$ cat src/hw/rtl/sad_pkg.sv
// ----------------------------------------------------------------------------
// sad_pkg
// Shared types, register indexes and reset values of the sensor alarm
// debouncer.
// ----------------------------------------------------------------------------
package sad_pkg;

  localparam int SAMPLE_BITS_DEF = 12;

  localparam int THR_W  = 12;
  localparam int RUN_W  = 8;
  localparam int WARM_W = 16;
  localparam int CFG_DW = 16;
  localparam int CFG_AW = 3;
  localparam int OUT_W  = 8;

  typedef enum logic [1:0] {
    LVL_NORMAL  = 2'd0,
    LVL_ALARM   = 2'd1,
    LVL_UNAVAIL = 2'd2
  } level_e;

  typedef enum logic [CFG_AW-1:0] {
    REG_ALARM_THR   = 3'd0,
    REG_RECOVER_THR = 3'd1,
    REG_RUNS_ALARM  = 3'd2,
    REG_RUNS_NORMAL = 3'd3,
    REG_RUNS_UNAV   = 3'd4,
    REG_WARMUP      = 3'd5
  } reg_idx_e;

  localparam logic [THR_W-1:0]  ALARM_THR_RST   = 12'd1800;
  localparam logic [THR_W-1:0]  RECOVER_THR_RST = 12'd1400;
  localparam logic [RUN_W-1:0]  RUNS_ALARM_RST  = 8'd3;
  localparam logic [RUN_W-1:0]  RUNS_NORMAL_RST = 8'd20;
  localparam logic [RUN_W-1:0]  RUNS_UNAV_RST   = 8'd10;
  localparam logic [WARM_W-1:0] WARMUP_RST      = 16'd1200;
  localparam logic [RUN_W-1:0]  RUN_MAX         = 8'd255;

  typedef struct packed {
    logic [THR_W-1:0]  alarm_thr;
    logic [THR_W-1:0]  recover_thr;
    logic [RUN_W-1:0]  runs_alarm;
    logic [RUN_W-1:0]  runs_normal;
    logic [RUN_W-1:0]  runs_unav;
    logic [WARM_W-1:0] warmup_ticks;
  } cfg_t;

  typedef struct packed {
    logic   taken;
    logic   changed;
    level_e level;
  } result_t;

endpackage

$ cat src/hw/rtl/sad_cfg_regs.sv
// ----------------------------------------------------------------------------
// sad_cfg_regs
// Configuration register bank, plain write port, no read-back.
// ----------------------------------------------------------------------------
module sad_cfg_regs import sad_pkg::*; (
  input  logic              clk_i,
  input  logic              rst_ni,
  input  logic              cfg_we_i,
  input  logic [CFG_AW-1:0] cfg_idx_i,
  input  logic [CFG_DW-1:0] cfg_wdata_i,
  output cfg_t              cfg_o
);

  cfg_t cfg_q, cfg_d;

  always_comb begin
    cfg_d = cfg_q;
    if (cfg_we_i) begin
      case (reg_idx_e'(cfg_idx_i))
        REG_ALARM_THR:   cfg_d.alarm_thr    = cfg_wdata_i[THR_W-1:0];
        REG_RECOVER_THR: cfg_d.recover_thr  = cfg_wdata_i[THR_W-1:0];
        REG_RUNS_ALARM:  cfg_d.runs_alarm   = cfg_wdata_i[RUN_W-1:0];
        REG_RUNS_NORMAL: cfg_d.runs_normal  = cfg_wdata_i[RUN_W-1:0];
        REG_RUNS_UNAV:   cfg_d.runs_unav    = cfg_wdata_i[RUN_W-1:0];
        REG_WARMUP:      cfg_d.warmup_ticks = cfg_wdata_i[WARM_W-1:0];
        default: ;
      endcase
    end
  end

  always_ff @(posedge clk_i or negedge rst_ni) begin
    if (!rst_ni) begin
      cfg_q.alarm_thr    <= ALARM_THR_RST;
      cfg_q.recover_thr  <= RECOVER_THR_RST;
      cfg_q.runs_alarm   <= RUNS_ALARM_RST;
      cfg_q.runs_normal  <= RUNS_NORMAL_RST;
      cfg_q.runs_unav    <= RUNS_UNAV_RST;
      cfg_q.warmup_ticks <= WARMUP_RST;
    end else begin
      cfg_q <= cfg_d;
    end
  end

  assign cfg_o = cfg_q;

endmodule

$ cat src/hw/rtl/sad_in_stage.sv
// ----------------------------------------------------------------------------
// sad_in_stage
// Input register: captures one sample item, advances with the pipeline.
// ----------------------------------------------------------------------------
module sad_in_stage import sad_pkg::*; #(
  parameter int SAMPLE_BITS = SAMPLE_BITS_DEF
) (
  input  logic                   clk_i,
  input  logic                   rst_ni,
  input  logic                   in_valid_i,
  output logic                   in_ready_o,
  input  logic                   ok_i,
  input  logic [SAMPLE_BITS-1:0] sample_i,
  input  logic                   adv_i,
  output logic                   valid_o,
  output logic                   ok_o,
  output logic [SAMPLE_BITS-1:0] sample_o
);

  logic                   valid_q, valid_d;
  logic                   ok_q;
  logic [SAMPLE_BITS-1:0] sample_q;
  logic                   load;

  assign in_ready_o = !valid_q || adv_i;
  assign load       = in_valid_i && in_ready_o;

  always_comb begin
    valid_d = valid_q;
    if (in_ready_o) begin
      valid_d = in_valid_i;
    end
  end

  always_ff @(posedge clk_i or negedge rst_ni) begin
    if (!rst_ni) begin
      valid_q <= 1'b0;
    end else begin
      valid_q <= valid_d;
    end
  end

  always_ff @(posedge clk_i) begin
    if (load) begin
      ok_q     <= ok_i;
      sample_q <= sample_i;
    end
  end

  assign valid_o  = valid_q;
  assign ok_o     = ok_q;
  assign sample_o = sample_q;

endmodule

$ cat src/hw/rtl/sad_core.sv
// ----------------------------------------------------------------------------
// sad_core
// Warmup counter, hysteresis classifier and run-length debounce state.
// ----------------------------------------------------------------------------
module sad_core import sad_pkg::*; #(
  parameter int SAMPLE_BITS = SAMPLE_BITS_DEF
) (
  input  logic                   clk_i,
  input  logic                   rst_ni,
  input  cfg_t                   cfg_i,
  input  logic                   step_i,
  input  logic                   ok_i,
  input  logic [SAMPLE_BITS-1:0] sample_i,
  output result_t                res_o
);

  localparam int CMP_W = (SAMPLE_BITS > THR_W) ? SAMPLE_BITS : THR_W;

  level_e            stable_q, stable_d;
  level_e            cand_q, cand_d;
  logic [RUN_W-1:0]  run_q, run_d;
  logic [WARM_W-1:0] warm_cnt_q, warm_cnt_d;
  logic              warmed_q, warmed_d;

  logic [CMP_W-1:0]  smp;
  level_e            raw;
  logic [RUN_W-1:0]  need;
  logic              in_warmup;

  assign smp       = CMP_W'(sample_i);
  assign in_warmup = !warmed_q && (warm_cnt_q < cfg_i.warmup_ticks);

  always_comb begin
    if (!ok_i) begin
      raw = LVL_UNAVAIL;
    end else if (smp > CMP_W'(cfg_i.alarm_thr)) begin
      raw = LVL_ALARM;
    end else if (stable_q == LVL_ALARM && smp > CMP_W'(cfg_i.recover_thr)) begin
      raw = LVL_ALARM;
    end else begin
      raw = LVL_NORMAL;
    end
  end

  always_comb begin
    stable_d   = stable_q;
    cand_d     = cand_q;
    run_d      = run_q;
    warm_cnt_d = warm_cnt_q;
    warmed_d   = warmed_q;
    need       = '0;
    res_o      = '{taken: 1'b0, changed: 1'b0, level: stable_q};
    if (in_warmup) begin
      warm_cnt_d = warm_cnt_q + 1'b1;
    end else begin
      warmed_d    = 1'b1;
      res_o.taken = 1'b1;
      if (raw == cand_q) begin
        run_d = (run_q == RUN_MAX) ? run_q : run_q + 1'b1;
      end else begin
        cand_d = raw;
        run_d  = RUN_W'(1);
      end
      case (cand_d)
        LVL_ALARM:  need = cfg_i.runs_alarm;
        LVL_NORMAL: need = cfg_i.runs_normal;
        default:    need = cfg_i.runs_unav;
      endcase
      if (need == '0) begin
        need = RUN_W'(1);
      end
      if (cand_d != stable_q && run_d >= need) begin
        stable_d      = cand_d;
        run_d         = '0;
        res_o.changed = 1'b1;
      end
      res_o.level = stable_d;
    end
  end

  always_ff @(posedge clk_i or negedge rst_ni) begin
    if (!rst_ni) begin
      stable_q   <= LVL_UNAVAIL;
      cand_q     <= LVL_UNAVAIL;
      run_q      <= '0;
      warm_cnt_q <= '0;
      warmed_q   <= 1'b0;
    end else if (step_i) begin
      stable_q   <= stable_d;
      cand_q     <= cand_d;
      run_q      <= run_d;
      warm_cnt_q <= warm_cnt_d;
      warmed_q   <= warmed_d;
    end
  end

endmodule

$ cat src/hw/rtl/sad_out_reg.sv
// ----------------------------------------------------------------------------
// sad_out_reg
// Result register on the master side; holds an item until it is taken.
// ----------------------------------------------------------------------------
module sad_out_reg import sad_pkg::*; (
  input  logic    clk_i,
  input  logic    rst_ni,
  input  logic    valid_i,
  input  result_t res_i,
  output logic    adv_o,
  output logic    m_valid_o,
  input  logic    m_ready_i,
  output result_t res_o
);

  logic    valid_q, valid_d;
  result_t res_q;

  assign adv_o = !valid_q || m_ready_i;

  always_comb begin
    valid_d = valid_q;
    if (adv_o) begin
      valid_d = valid_i;
    end
  end

  always_ff @(posedge clk_i or negedge rst_ni) begin
    if (!rst_ni) begin
      valid_q <= 1'b0;
    end else begin
      valid_q <= valid_d;
    end
  end

  always_ff @(posedge clk_i) begin
    if (adv_o && valid_i) begin
      res_q <= res_i;
    end
  end

  assign m_valid_o = valid_q;
  assign res_o     = res_q;

endmodule

$ cat src/hw/rtl/sensor_alarm_debouncer.sv
// ----------------------------------------------------------------------------
// sensor_alarm_debouncer
// Debounced threshold detector with hysteresis for a gas sensor stream.
// ----------------------------------------------------------------------------
// Usage:
//   Slave stream takes one sample item per transfer: sample_ok in bit 0,
//   adc_sample above it. Master stream gives exactly one result item per
//   sample: level_state, state_changed, sample_taken.
//   Configuration registers are written through cfg_we_i/cfg_idx_i/
//   cfg_wdata_i while the stream is idle; writes to unused indexes are
//   dropped.
//   Path: input transfer into the input register, then classify/debounce
//   between the input register and the result register.
//   Throughput: 1 item per cycle while m_tready is high; the debounce state steps with each item.
//   Reset: thresholds and run lengths take their defaults, the stable level
//   is unavailable and the warmup count restarts from zero.
//   Stall: while m_tready is low the result register holds its item and
//   the input register fills; s_tready drops only when both are full.
// ----------------------------------------------------------------------------
module sensor_alarm_debouncer import sad_pkg::*; #(
  parameter int SAMPLE_BITS = SAMPLE_BITS_DEF,
  parameter int IN_W        = ((1 + SAMPLE_BITS + 7) / 8) * 8
) (
  input  logic              clk_i,
  input  logic              rst_ni,
  input  logic              s_tvalid,
  output logic              s_tready,
  input  logic [IN_W-1:0]   s_tdata,   // sample_ok, adc_sample, zero pad
  output logic              m_tvalid,
  input  logic              m_tready,
  output logic [OUT_W-1:0]  m_tdata,   // level_state, state_changed, sample_taken, pad
  input  logic              cfg_we_i,
  input  logic [CFG_AW-1:0] cfg_idx_i,
  input  logic [CFG_DW-1:0] cfg_wdata_i
);

  cfg_t                   cfg;
  logic                   adv;
  logic                   st_valid;
  logic                   st_ok;
  logic [SAMPLE_BITS-1:0] st_sample;
  result_t                core_res;
  result_t                out_res;

  sad_cfg_regs u_cfg (
    .clk_i,
    .rst_ni,
    .cfg_we_i,
    .cfg_idx_i,
    .cfg_wdata_i,
    .cfg_o (cfg)
  );

  sad_in_stage #(.SAMPLE_BITS(SAMPLE_BITS)) u_in (
    .clk_i,
    .rst_ni,
    .in_valid_i (s_tvalid),
    .in_ready_o (s_tready),
    .ok_i       (s_tdata[0]),
    .sample_i   (s_tdata[SAMPLE_BITS:1]),
    .adv_i      (adv),
    .valid_o    (st_valid),
    .ok_o       (st_ok),
    .sample_o   (st_sample)
  );

  sad_core #(.SAMPLE_BITS(SAMPLE_BITS)) u_core (
    .clk_i,
    .rst_ni,
    .cfg_i    (cfg),
    .step_i   (st_valid && adv),
    .ok_i     (st_ok),
    .sample_i (st_sample),
    .res_o    (core_res)
  );

  sad_out_reg u_out (
    .clk_i,
    .rst_ni,
    .valid_i   (st_valid),
    .res_i     (core_res),
    .adv_o     (adv),
    .m_valid_o (m_tvalid),
    .m_ready_i (m_tready),
    .res_o     (out_res)
  );

  assign m_tdata = {{(OUT_W-4){1'b0}}, out_res.taken, out_res.changed, out_res.level};

endmodule

$ cat config.mk
export PLATFORM = sky130hd
export DESIGN_NAME = sensor_alarm_debouncer
export DESIGN_NICKNAME = d
export VERILOG_FILES = /design/src/hw/rtl/sad_pkg.sv /design/src/hw/rtl/sad_cfg_regs.sv /design/src/hw/rtl/sad_in_stage.sv /design/src/hw/rtl/sad_core.sv /design/src/hw/rtl/sad_out_reg.sv /design/src/hw/rtl/sensor_alarm_debouncer.sv
export SDC_FILE = /design/constraint.sdc
export NUM_CORES = 1
export LEC_CHECK = 0
export ABC_AREA = 1
export BUFFER_PORTS_ARGS = -buffer_cell sky130_fd_sc_hd__buf_2
export CORE_MARGIN = 1
export CORE_UTILIZATION = 60
export CTS_CLUSTER_SIZE = 10
export DETAILED_ROUTE_END_ITERATION = 8
export PLACE_DENSITY_LB_ADDON = 0.12
export RECOVER_POWER = 50
export SETUP_SLACK_MARGIN = 0.15
export SLEW_MARGIN = 20
export SYNTH_ARGS = -nofsm -noshare
export SYNTH_HDL_FRONTEND = slang
export SYNTH_SLANG_ARGS = --single-unit
$ cat constraint.sdc
create_clock -name clk_i -period 4.46 [get_ports clk_i]
set_input_delay 0.446 -clock clk_i [delete_from_list [all_inputs] [get_ports clk_i]]
set_output_delay 0.446 -clock clk_i [all_outputs]
set_load 0.01 [all_outputs]
==> qor.json, run 1 <==
{
  "clock_tree_from_tritoncts": {"value": "done"},
  "grt_antenna_before_repair": {"value": 0},
  "dieArea": {"value": 0.0107, "unit": "sq mm"},
  "pin_slew_with_the_least_headroom_to_its_limit": {"value": 2.82, "unit": "ns"},
  "grt-ovfl-total": {"value": 0},
  "place_hpwl": {"value": 9.08, "unit": "mm"},
  "first_global_vias": {"value": 4794},
  "core_area": {"value": 0.00991, "unit": "sq mm"},
  "timing.slew.headroom": {"value": -0.878},
  "setup_ws": {"value": 0.829, "unit": "ns"},
  "clockBufferDepth": {"value": 2},
  "maxCapViolCount": {"value": 1},
  "final_min_period_over_clock_period": {"value": 0.814},
  "vias": {"value": 4813},
  "synth-edff-count": {"value": 17},
  "postCtsResizedCells": {"value": 0},
  "vdd_drop_max": {"value": 351, "unit": "uV"},
  "hold_path_depth": {"value": 1},
  "ys_top_cells_by_area": {"value": "dfrtp_1 29%, nand2_1 12%, ha_1 9.9%, dfstp_2 9.3%, edfxtp_1 8.2%"},
  "number_of_library_cell_types_mapped_by_synthesis": {"value": 41},
  "clock_skew": {"value": 0.00877, "unit": "ns"},
  "area_growth": {"value": 8.40, "unit": "%"},
  "timing.hold.worst.class": {"value": "in2reg"},
  "cp.required": {"value": 4.60, "unit": "ns"},
  "timing.critical_path.from_type": {"value": "flip-flop"},
  "synth.avg_cell_area": {"value": 8.38, "unit": "sq um"},
  "final_net_count": {"value": 865},
  "setup.worst_path.class": {"value": "reg2reg"},
  "static-leakage-power": {"value": 3.40, "unit": "nW"},
  "dr.pass1.iters": {"value": 5},
  "grt_max_degree": {"value": 53},
  "wl_per_cell": {"value": 13.7, "unit": "um"},
  "ioPinCount": {"value": 50},
  "number_of_design_rule_violations_left_by_the_first_detailed_router_iteration": {"value": 194},
  "finalSetupTns": {"value": 0, "unit": "ns"},
  "timing.critical_path.fanout_max": {"value": 10},
  "synth_sequential_area_ratio": {"value": 0.470},
  "nFillCells": {"value": 839},
  "cts_buffers": {"value": 9},
  "synth_ff_type": {"value": "dfrtp_1"},
  "buffer_ports.inserted": {"value": 42},
  "numPlacedInstances": {"value": 898},
  "final-hold-violation-count": {"value": 0},
  "finalHoldWorstSlack": {"value": 0.225, "unit": "ns"},
  "multi_input_comb_area": {"value": 0.00275, "unit": "sq mm"},
  "diodes": {"value": 0},
  "maxClockFrequency": {"value": 0.275, "unit": "GHz"},
  "floorplan.rows": {"value": 36},
  "finalSetupViolCount": {"value": 0},
  "finalCoreUtilization": {"value": 0.678},
  "clock_power_share": {"value": 0.266},
  "drive_above_1_share": {"value": 0.136},
  "detailedPlace.worstSlack": {"value": 0.842, "unit": "ns"},
  "initial_core_util": {"value": 0.626},
  "syn-instance-count": {"value": 740},
  "power_report.internal_total": {"value": 1.87, "unit": "mW"},
  "clkTransAtPathRegs": {"value": 0.10, "unit": "ns"},
  "drv_slew": {"value": 53},
  "remaining_drc_errors": {"value": 0},
  "wl": {"value": 12.5, "unit": "mm"},
  "arrival": {"value": 3.77, "unit": "ns"},
  "postCtsSetupBuffers": {"value": 0},
  "yosys_warnings": {"value": 0},
  "status": {"value": "finished, violations left"},
  "finalCriticalPeriod": {"value": 3.63, "unit": "ns"},
  "post_synth_instance_area": {"value": 0.00620, "unit": "sq mm"},
  "clock_latency": {"value": 0.39, "unit": "ns"},
  "combinational_share_of_power": {"value": 0.253},
  "synth_async_sr_flop_share": {"value": 0.848},
  "ff2ff_path_depth": {"value": 24},
  "detail-route-antenna-nets": {"value": 0},
  "critPathCaptureType": {"value": "flip-flop"},
  "grt_setup_unrepaired": {"value": "no"},
  "cts.root.buffer_cell": {"value": "clkbuf_8"},
  "stdcell_count": {"value": 914},
  "die_width": {"value": 104, "unit": "um"},
  "share_seq_of_total_power": {"value": 0.481},
  "synth_top_area_frac": {"value": 0.295},
  "cellPowerDensity": {"value": 407, "unit": "mW/mm^2"},
  "grt.total_usage": {"value": 0.257},
  "failed_checks": {"value": "max-capacitance violations, max-slew violations"},
  "yosys.area.top_type": {"value": "dfrtp_1"},
  "tritoncts_num_sinks": {"value": 112},
  "regArea": {"value": 0.00292, "unit": "sq mm"},
  "synth_seq_cells": {"value": 112},
  "cts-hold-fix-buffers": {"value": 0},
  "dieHeight": {"value": 104, "unit": "um"},
  "p_sw_frac": {"value": 0.318},
  "p_switching": {"value": 871, "unit": "uW"},
  "finalWeightedCongestion": {"value": 0.858},
  "global_route_wire_length_before_repair": {"value": 21.9, "unit": "mm"},
  "avgViaCountPerCell": {"value": 5.27},
  "h-tree-depth": {"value": 3}
}
[kinds of logic after synthesis]
logic type | Yosys count | synth area share
simple gates | 311 | 0.223
mux | 2 | 0.00323
fa+ha+maj | 49 | 0.0989
flops | 112 | 0.470
other cells | 1 | 0.000605
xor+xnor | 13 | 0.0184
compound gates | 116 | 0.0981
buf+inv | 136 | 0.0878
[worst max-delay path: stages (launching register included)]
cell,delay (ns)
dfstp_2,0.54
inv_1,0.04
ha_1,0.27
nand2_1,0.07
inv_2,0.05
nand2_1,0.08
nor2_2,0.15
nand2_1,0.08
nand3_2,0.07
nand2_2,0.11
nand2_8,0.14
nand2_4,0.09
nand2_4,0.11
nand3_4,0.13
a21oi_2,0.18
ha_1,0.26
inv_1,0.06
nor2_1,0.03
o21ai_0,0.13
nand2_1,0.07
nand2_1,0.06
o2111ai_1,0.24
mux2i_1,0.21
nand2_1,0.11
o21ai_0,0.10
[through the flow]
stage | power (mW) | instance area, sq um
2_1_floorplan | 1.83 | 6210
3_3_place_gp | 1.97 | 6480
3_5_place_dp | 2.03 | 6480
4_1_cts | 2.76 | 6730
5_1_grt | 2.93 | 6720
6_report | 2.74 | 6720
[metal layers]
metal  vias to the layer above  track usage  part of all wire  wire [um]
met3                        25       0.0617             0.041        518
met1                      2241        0.311              0.43       5420
met2                       114        0.444              0.50       6270
li1                       2433            -                 -          -
met5                         -            0                 0          0
met4                         0       0.0959             0.027        344
[path summary, 6_finish.rpt]
path	endpoint	slack, ns	start
max	u_out.res_o[1]	0.83	u_cfg.cfg_o[50]
min	u_in.sample_o[3]	0.23	s_tdata[4]
max reg2reg	u_out.res_o[1]	0.83	u_cfg.cfg_o[50]
min reg2reg	u_cfg.cfg_o[39]	0.49	u_cfg.cfg_o[39]
max in group asynchronous	u_cfg.cfg_o[59]	1.32	rst_ni
min in group asynchronous	u_cfg.cfg_o[40]	0.95	rst_ni
[power groups by stage]
stage	sequential (mW)	combinational, mW	clock (mW)
after global routing	1.34	0.809	0.782
after global placement	1.33	0.649	0
final	1.32	0.692	0.727
after detailed placement	1.34	0.691	0
after CTS	1.32	0.699	0.747
after floorplan	1.31	0.521	0
[synth_stat cells, types with 2 or more instances]
master      n
nand2_1   193
inv_1     112
o21ai_0    77
dfrtp_1    73
ha_1       49
nor2_1     38
nand3_1    36
a21oi_1    24
dfstp_2    22
edfxtp_1   17
xor2_1     13
clkbuf_1   11
nand4_1     8
nor2_2      8
nor3_1      8
buf_4       6
o21ai_1     5
nand3_2     4
buf_2       3
inv_2       3
nand2_2     3
nand2_4     3
a21o_1      2
a21oi_2     2
mux2i_1     2
nor4_1      2
or2_2       2
[final cells by class]
class	count	area share
inverters	115	0.0642
clock buffers	10	0.0205
flip-flops and latches	112	0.434
repair buffers	43	0.0315
well taps	133	0.0248
clock inverters	6	0.0158
multi-input cells	495	0.409
[flip-flops by register name, indices dropped and copies added (netlist names)]
signal,flops
u_in.sample_o,12
u_core.cand_q,2
u_core.warmed_q,1
u_out.m_valid_o,1
u_core.run_q,8
u_cfg.cfg_o,64
u_core.warm_cnt_q,16
u_out.res_o,4
u_in.ok_o,1
u_core.stable_q,2
u_in.valid_o,1
[layout by cell type (no fill, tap or decap), types with 4 or more instances in the layout]
cell      count
ha_1         49
dfstp_2      22
xor2_1       13
nand2_1     193
dfrtp_1      73
nor2_1       38
edfxtp_1     17
inv_1       112
nand3_2       4
a21oi_1      24
nor3_1        8
clkbuf_8     10
conb_1        4
nor2_2        8
buf_2        39
nand3_1      36
nand4_1       8
o21ai_1       5
o21ai_0      77
Note: power is estimated with default switching activity, not from simulation.
==> inputs of run 2 (changes only) <==
Clock period 4.46 ns to 3.5 ns, I/O delays scaled along.
==> qor.json, run 2 (synthesis gave the netlist of run 1 again) <==
{
  "status": {"value": "finished, violations left"},
  "failed_checks": {"value": "max-capacitance violations, max-slew violations"},
  "final_min_period_over_clock_period": {"value": 0.989},
  "clock_tree_from_tritoncts": {"value": "done"},
  "cts_buffers": {"value": 9},
  "tritoncts_num_sinks": {"value": 112},
  "regArea": {"value": 0.00292, "unit": "sq mm"},
  "pin_slew_with_the_least_headroom_to_its_limit": {"value": 2.96, "unit": "ns"},
  "timing.slew.headroom": {"value": -0.974},
  "detailedPlace.worstSlack": {"value": -0.0729, "unit": "ns"},
  "clock_skew": {"value": 0.0190, "unit": "ns"},
  "arrival": {"value": 3.62, "unit": "ns"},
  "grt_setup_unrepaired": {"value": "yes"},
  "cp.required": {"value": 3.66, "unit": "ns"},
  "final-hold-violation-count": {"value": 0},
  "postLayoutCellArea": {"value": 0.00710, "unit": "sq mm"},
  "placed_area": {"value": 0.00651, "unit": "sq mm"},
  "detail-route-antenna-nets": {"value": 0},
  "finalCriticalPeriod": {"value": 3.46, "unit": "ns"},
  "grt_antenna_before_repair": {"value": 0},
  "place_hpwl": {"value": 9.23, "unit": "mm"},
  "setup_ws": {"value": 0.0383, "unit": "ns"},
  "critPathCaptureType": {"value": "flip-flop"},
  "vdd_drop_max": {"value": 454, "unit": "uV"},
  "clkTransAtPathRegs": {"value": 0.12, "unit": "ns"},
  "floorplan.rows": {"value": 36},
  "initial_core_util": {"value": 0.626},
  "timing.critical_path.fanout_max": {"value": 7},
  "most-common-layout-cells": {"value": "185 x nand2_1, 106 x inv_1, 74 x o21ai_0, 73 x dfrtp_1"},
  "static-leakage-power": {"value": 3.53, "unit": "nW"},
  "multi_input_comb_area": {"value": 0.00299, "unit": "sq mm"},
  "largest_reg_flops": {"value": 64},
  "finalSetupViolCount": {"value": 0},
  "drive_above_1_share": {"value": 0.209},
  "maxCapViolCount": {"value": 1},
  "dieArea": {"value": 0.0107, "unit": "sq mm"},
  "wl_per_cell": {"value": 14.1, "unit": "um"},
  "setup.worst_path.class": {"value": "reg2reg"},
  "diodes": {"value": 0},
  "wl": {"value": 13.1, "unit": "mm"},
  "remaining_drc_errors": {"value": 0},
  "avgViaCountPerCell": {"value": 5.32},
  "area_growth": {"value": 14.5, "unit": "%"},
  "cts.root.buffer_cell": {"value": "clkbuf_8"},
  "ioPinCount": {"value": 50},
  "final_net_count": {"value": 886},
  "layout_commonest_cell": {"value": "nand2_1"},
  "dieHeight": {"value": 104, "unit": "um"},
  "clock_latency": {"value": 0.40, "unit": "ns"},
  "maxClockFrequency": {"value": 0.289, "unit": "GHz"},
  "global_route_wire_length_before_repair": {"value": 22.4, "unit": "mm"},
  "nFillCells": {"value": 781},
  "finalWeightedCongestion": {"value": 0.821},
  "dr.pass1.iters": {"value": 5},
  "first_global_vias": {"value": 4983},
  "core_area": {"value": 0.00991, "unit": "sq mm"},
  "cellPowerDensity": {"value": 514, "unit": "mW/mm^2"},
  "vias": {"value": 4975},
  "grt-ovfl-total": {"value": 0},
  "buffer_ports.inserted": {"value": 42},
  "timing.critical_path.from_type": {"value": "flip-flop"},
  "die_width": {"value": 104, "unit": "um"},
  "grt.total_usage": {"value": 0.260},
  "h-tree-depth": {"value": 3},
  "timing.hold.worst.class": {"value": "in2reg"},
  "drv_slew": {"value": 55},
  "number_of_design_rule_violations_left_by_the_first_detailed_router_iteration": {"value": 208},
  "clockBufferDepth": {"value": 2},
  "grt_max_degree": {"value": 55}
}
[run 2: area by class of cell]
cell class / count / area share
clock inverters: 7 / 0.0137
well taps: 133 / 0.0234
flip-flops and latches: 112 / 0.411
inverters: 115 / 0.0608
multi-input cells: 495 / 0.420
clock buffers: 9 / 0.0174
repair buffers: 64 / 0.0536
[run 2: path summary, 6_finish.rpt]
path	startpoint	slack, ns	end	depth (start not counted)
worst max-delay path	u_cfg.cfg_o[46]	0.04	u_out.res_o[1]	21
worst min-delay path	s_tdata[6]	0.12	u_in.sample_o[5]	1
worst max register to register	u_cfg.cfg_o[46]	0.04	u_out.res_o[1]	21
worst min register to register	u_cfg.cfg_o[21]	0.50	u_cfg.cfg_o[21]	2
max in group asynchronous	rst_ni	0.78	u_cfg.cfg_o[10]	2
min in group asynchronous	rst_ni	0.91	u_cfg.cfg_o[40]	1
[run 2: timing repair]
item	CTS	global route
resized for setup	35	22
setup buffers	15	3
hold buffers	0	0
endpoints found under the hold margin	0	0
setup endpoints to repair	13	13
pin swaps	25	20
[run 2: worst max-delay path, cell delays in order, from the launching register on]
cell and delay [ns]:
dfstp_2 0.56, inv_2 0.04, ha_4 0.26, nand4_1 0.15
nor2_4 0.14, nand2_1 0.07, nand3_2 0.08, nand2_4 0.08
nand2_8 0.11, nand2_8 0.06, nand2_4 0.11, nand3_4 0.18
buf_6 0.18, nor2_2 0.11, ha_1 0.25, nand2_1 0.09
nor2_2 0.05, nand4_1 0.13, o2111ai_4 0.18, mux2i_2 0.21
nand2_1 0.10, o21ai_1 0.06
[run 2: per-stage QoR]
stage	utilization	hold slack, ns	setup TNS (ns)	power, mW	instances
after floorplan	-	0.0544	0	2.33	743
after global placement	0.657	0.436	0	2.52	901
after detailed placement	0.657	0.441	-0.140	2.58	901
after CTS	0.705	0.00271	0	3.60	932
after global routing	0.717	0.0946	-1.50	3.89	935
final	0.717	0.118	0	3.65	935
[run 2: report_power, final]
| group | leakage [nW] | switching (mW) | internal, mW |
|---|---|---|---|
| clock | 0.112 | 0.485 | 0.355 |
| sequential | 1.29 | 0.123 | 1.56 |
| combinational | 2.14 | 0.649 | 0.478 |
[run 2: per-layer routing]
metal,part of all wire,global-route usage,vias to the layer above
li1,-,-,2484
met1,0.43,0.307,2377
met2,0.52,0.475,97
met3,0.035,0.0554,17
met4,0.015,0.0724,0
met5,0,0,-
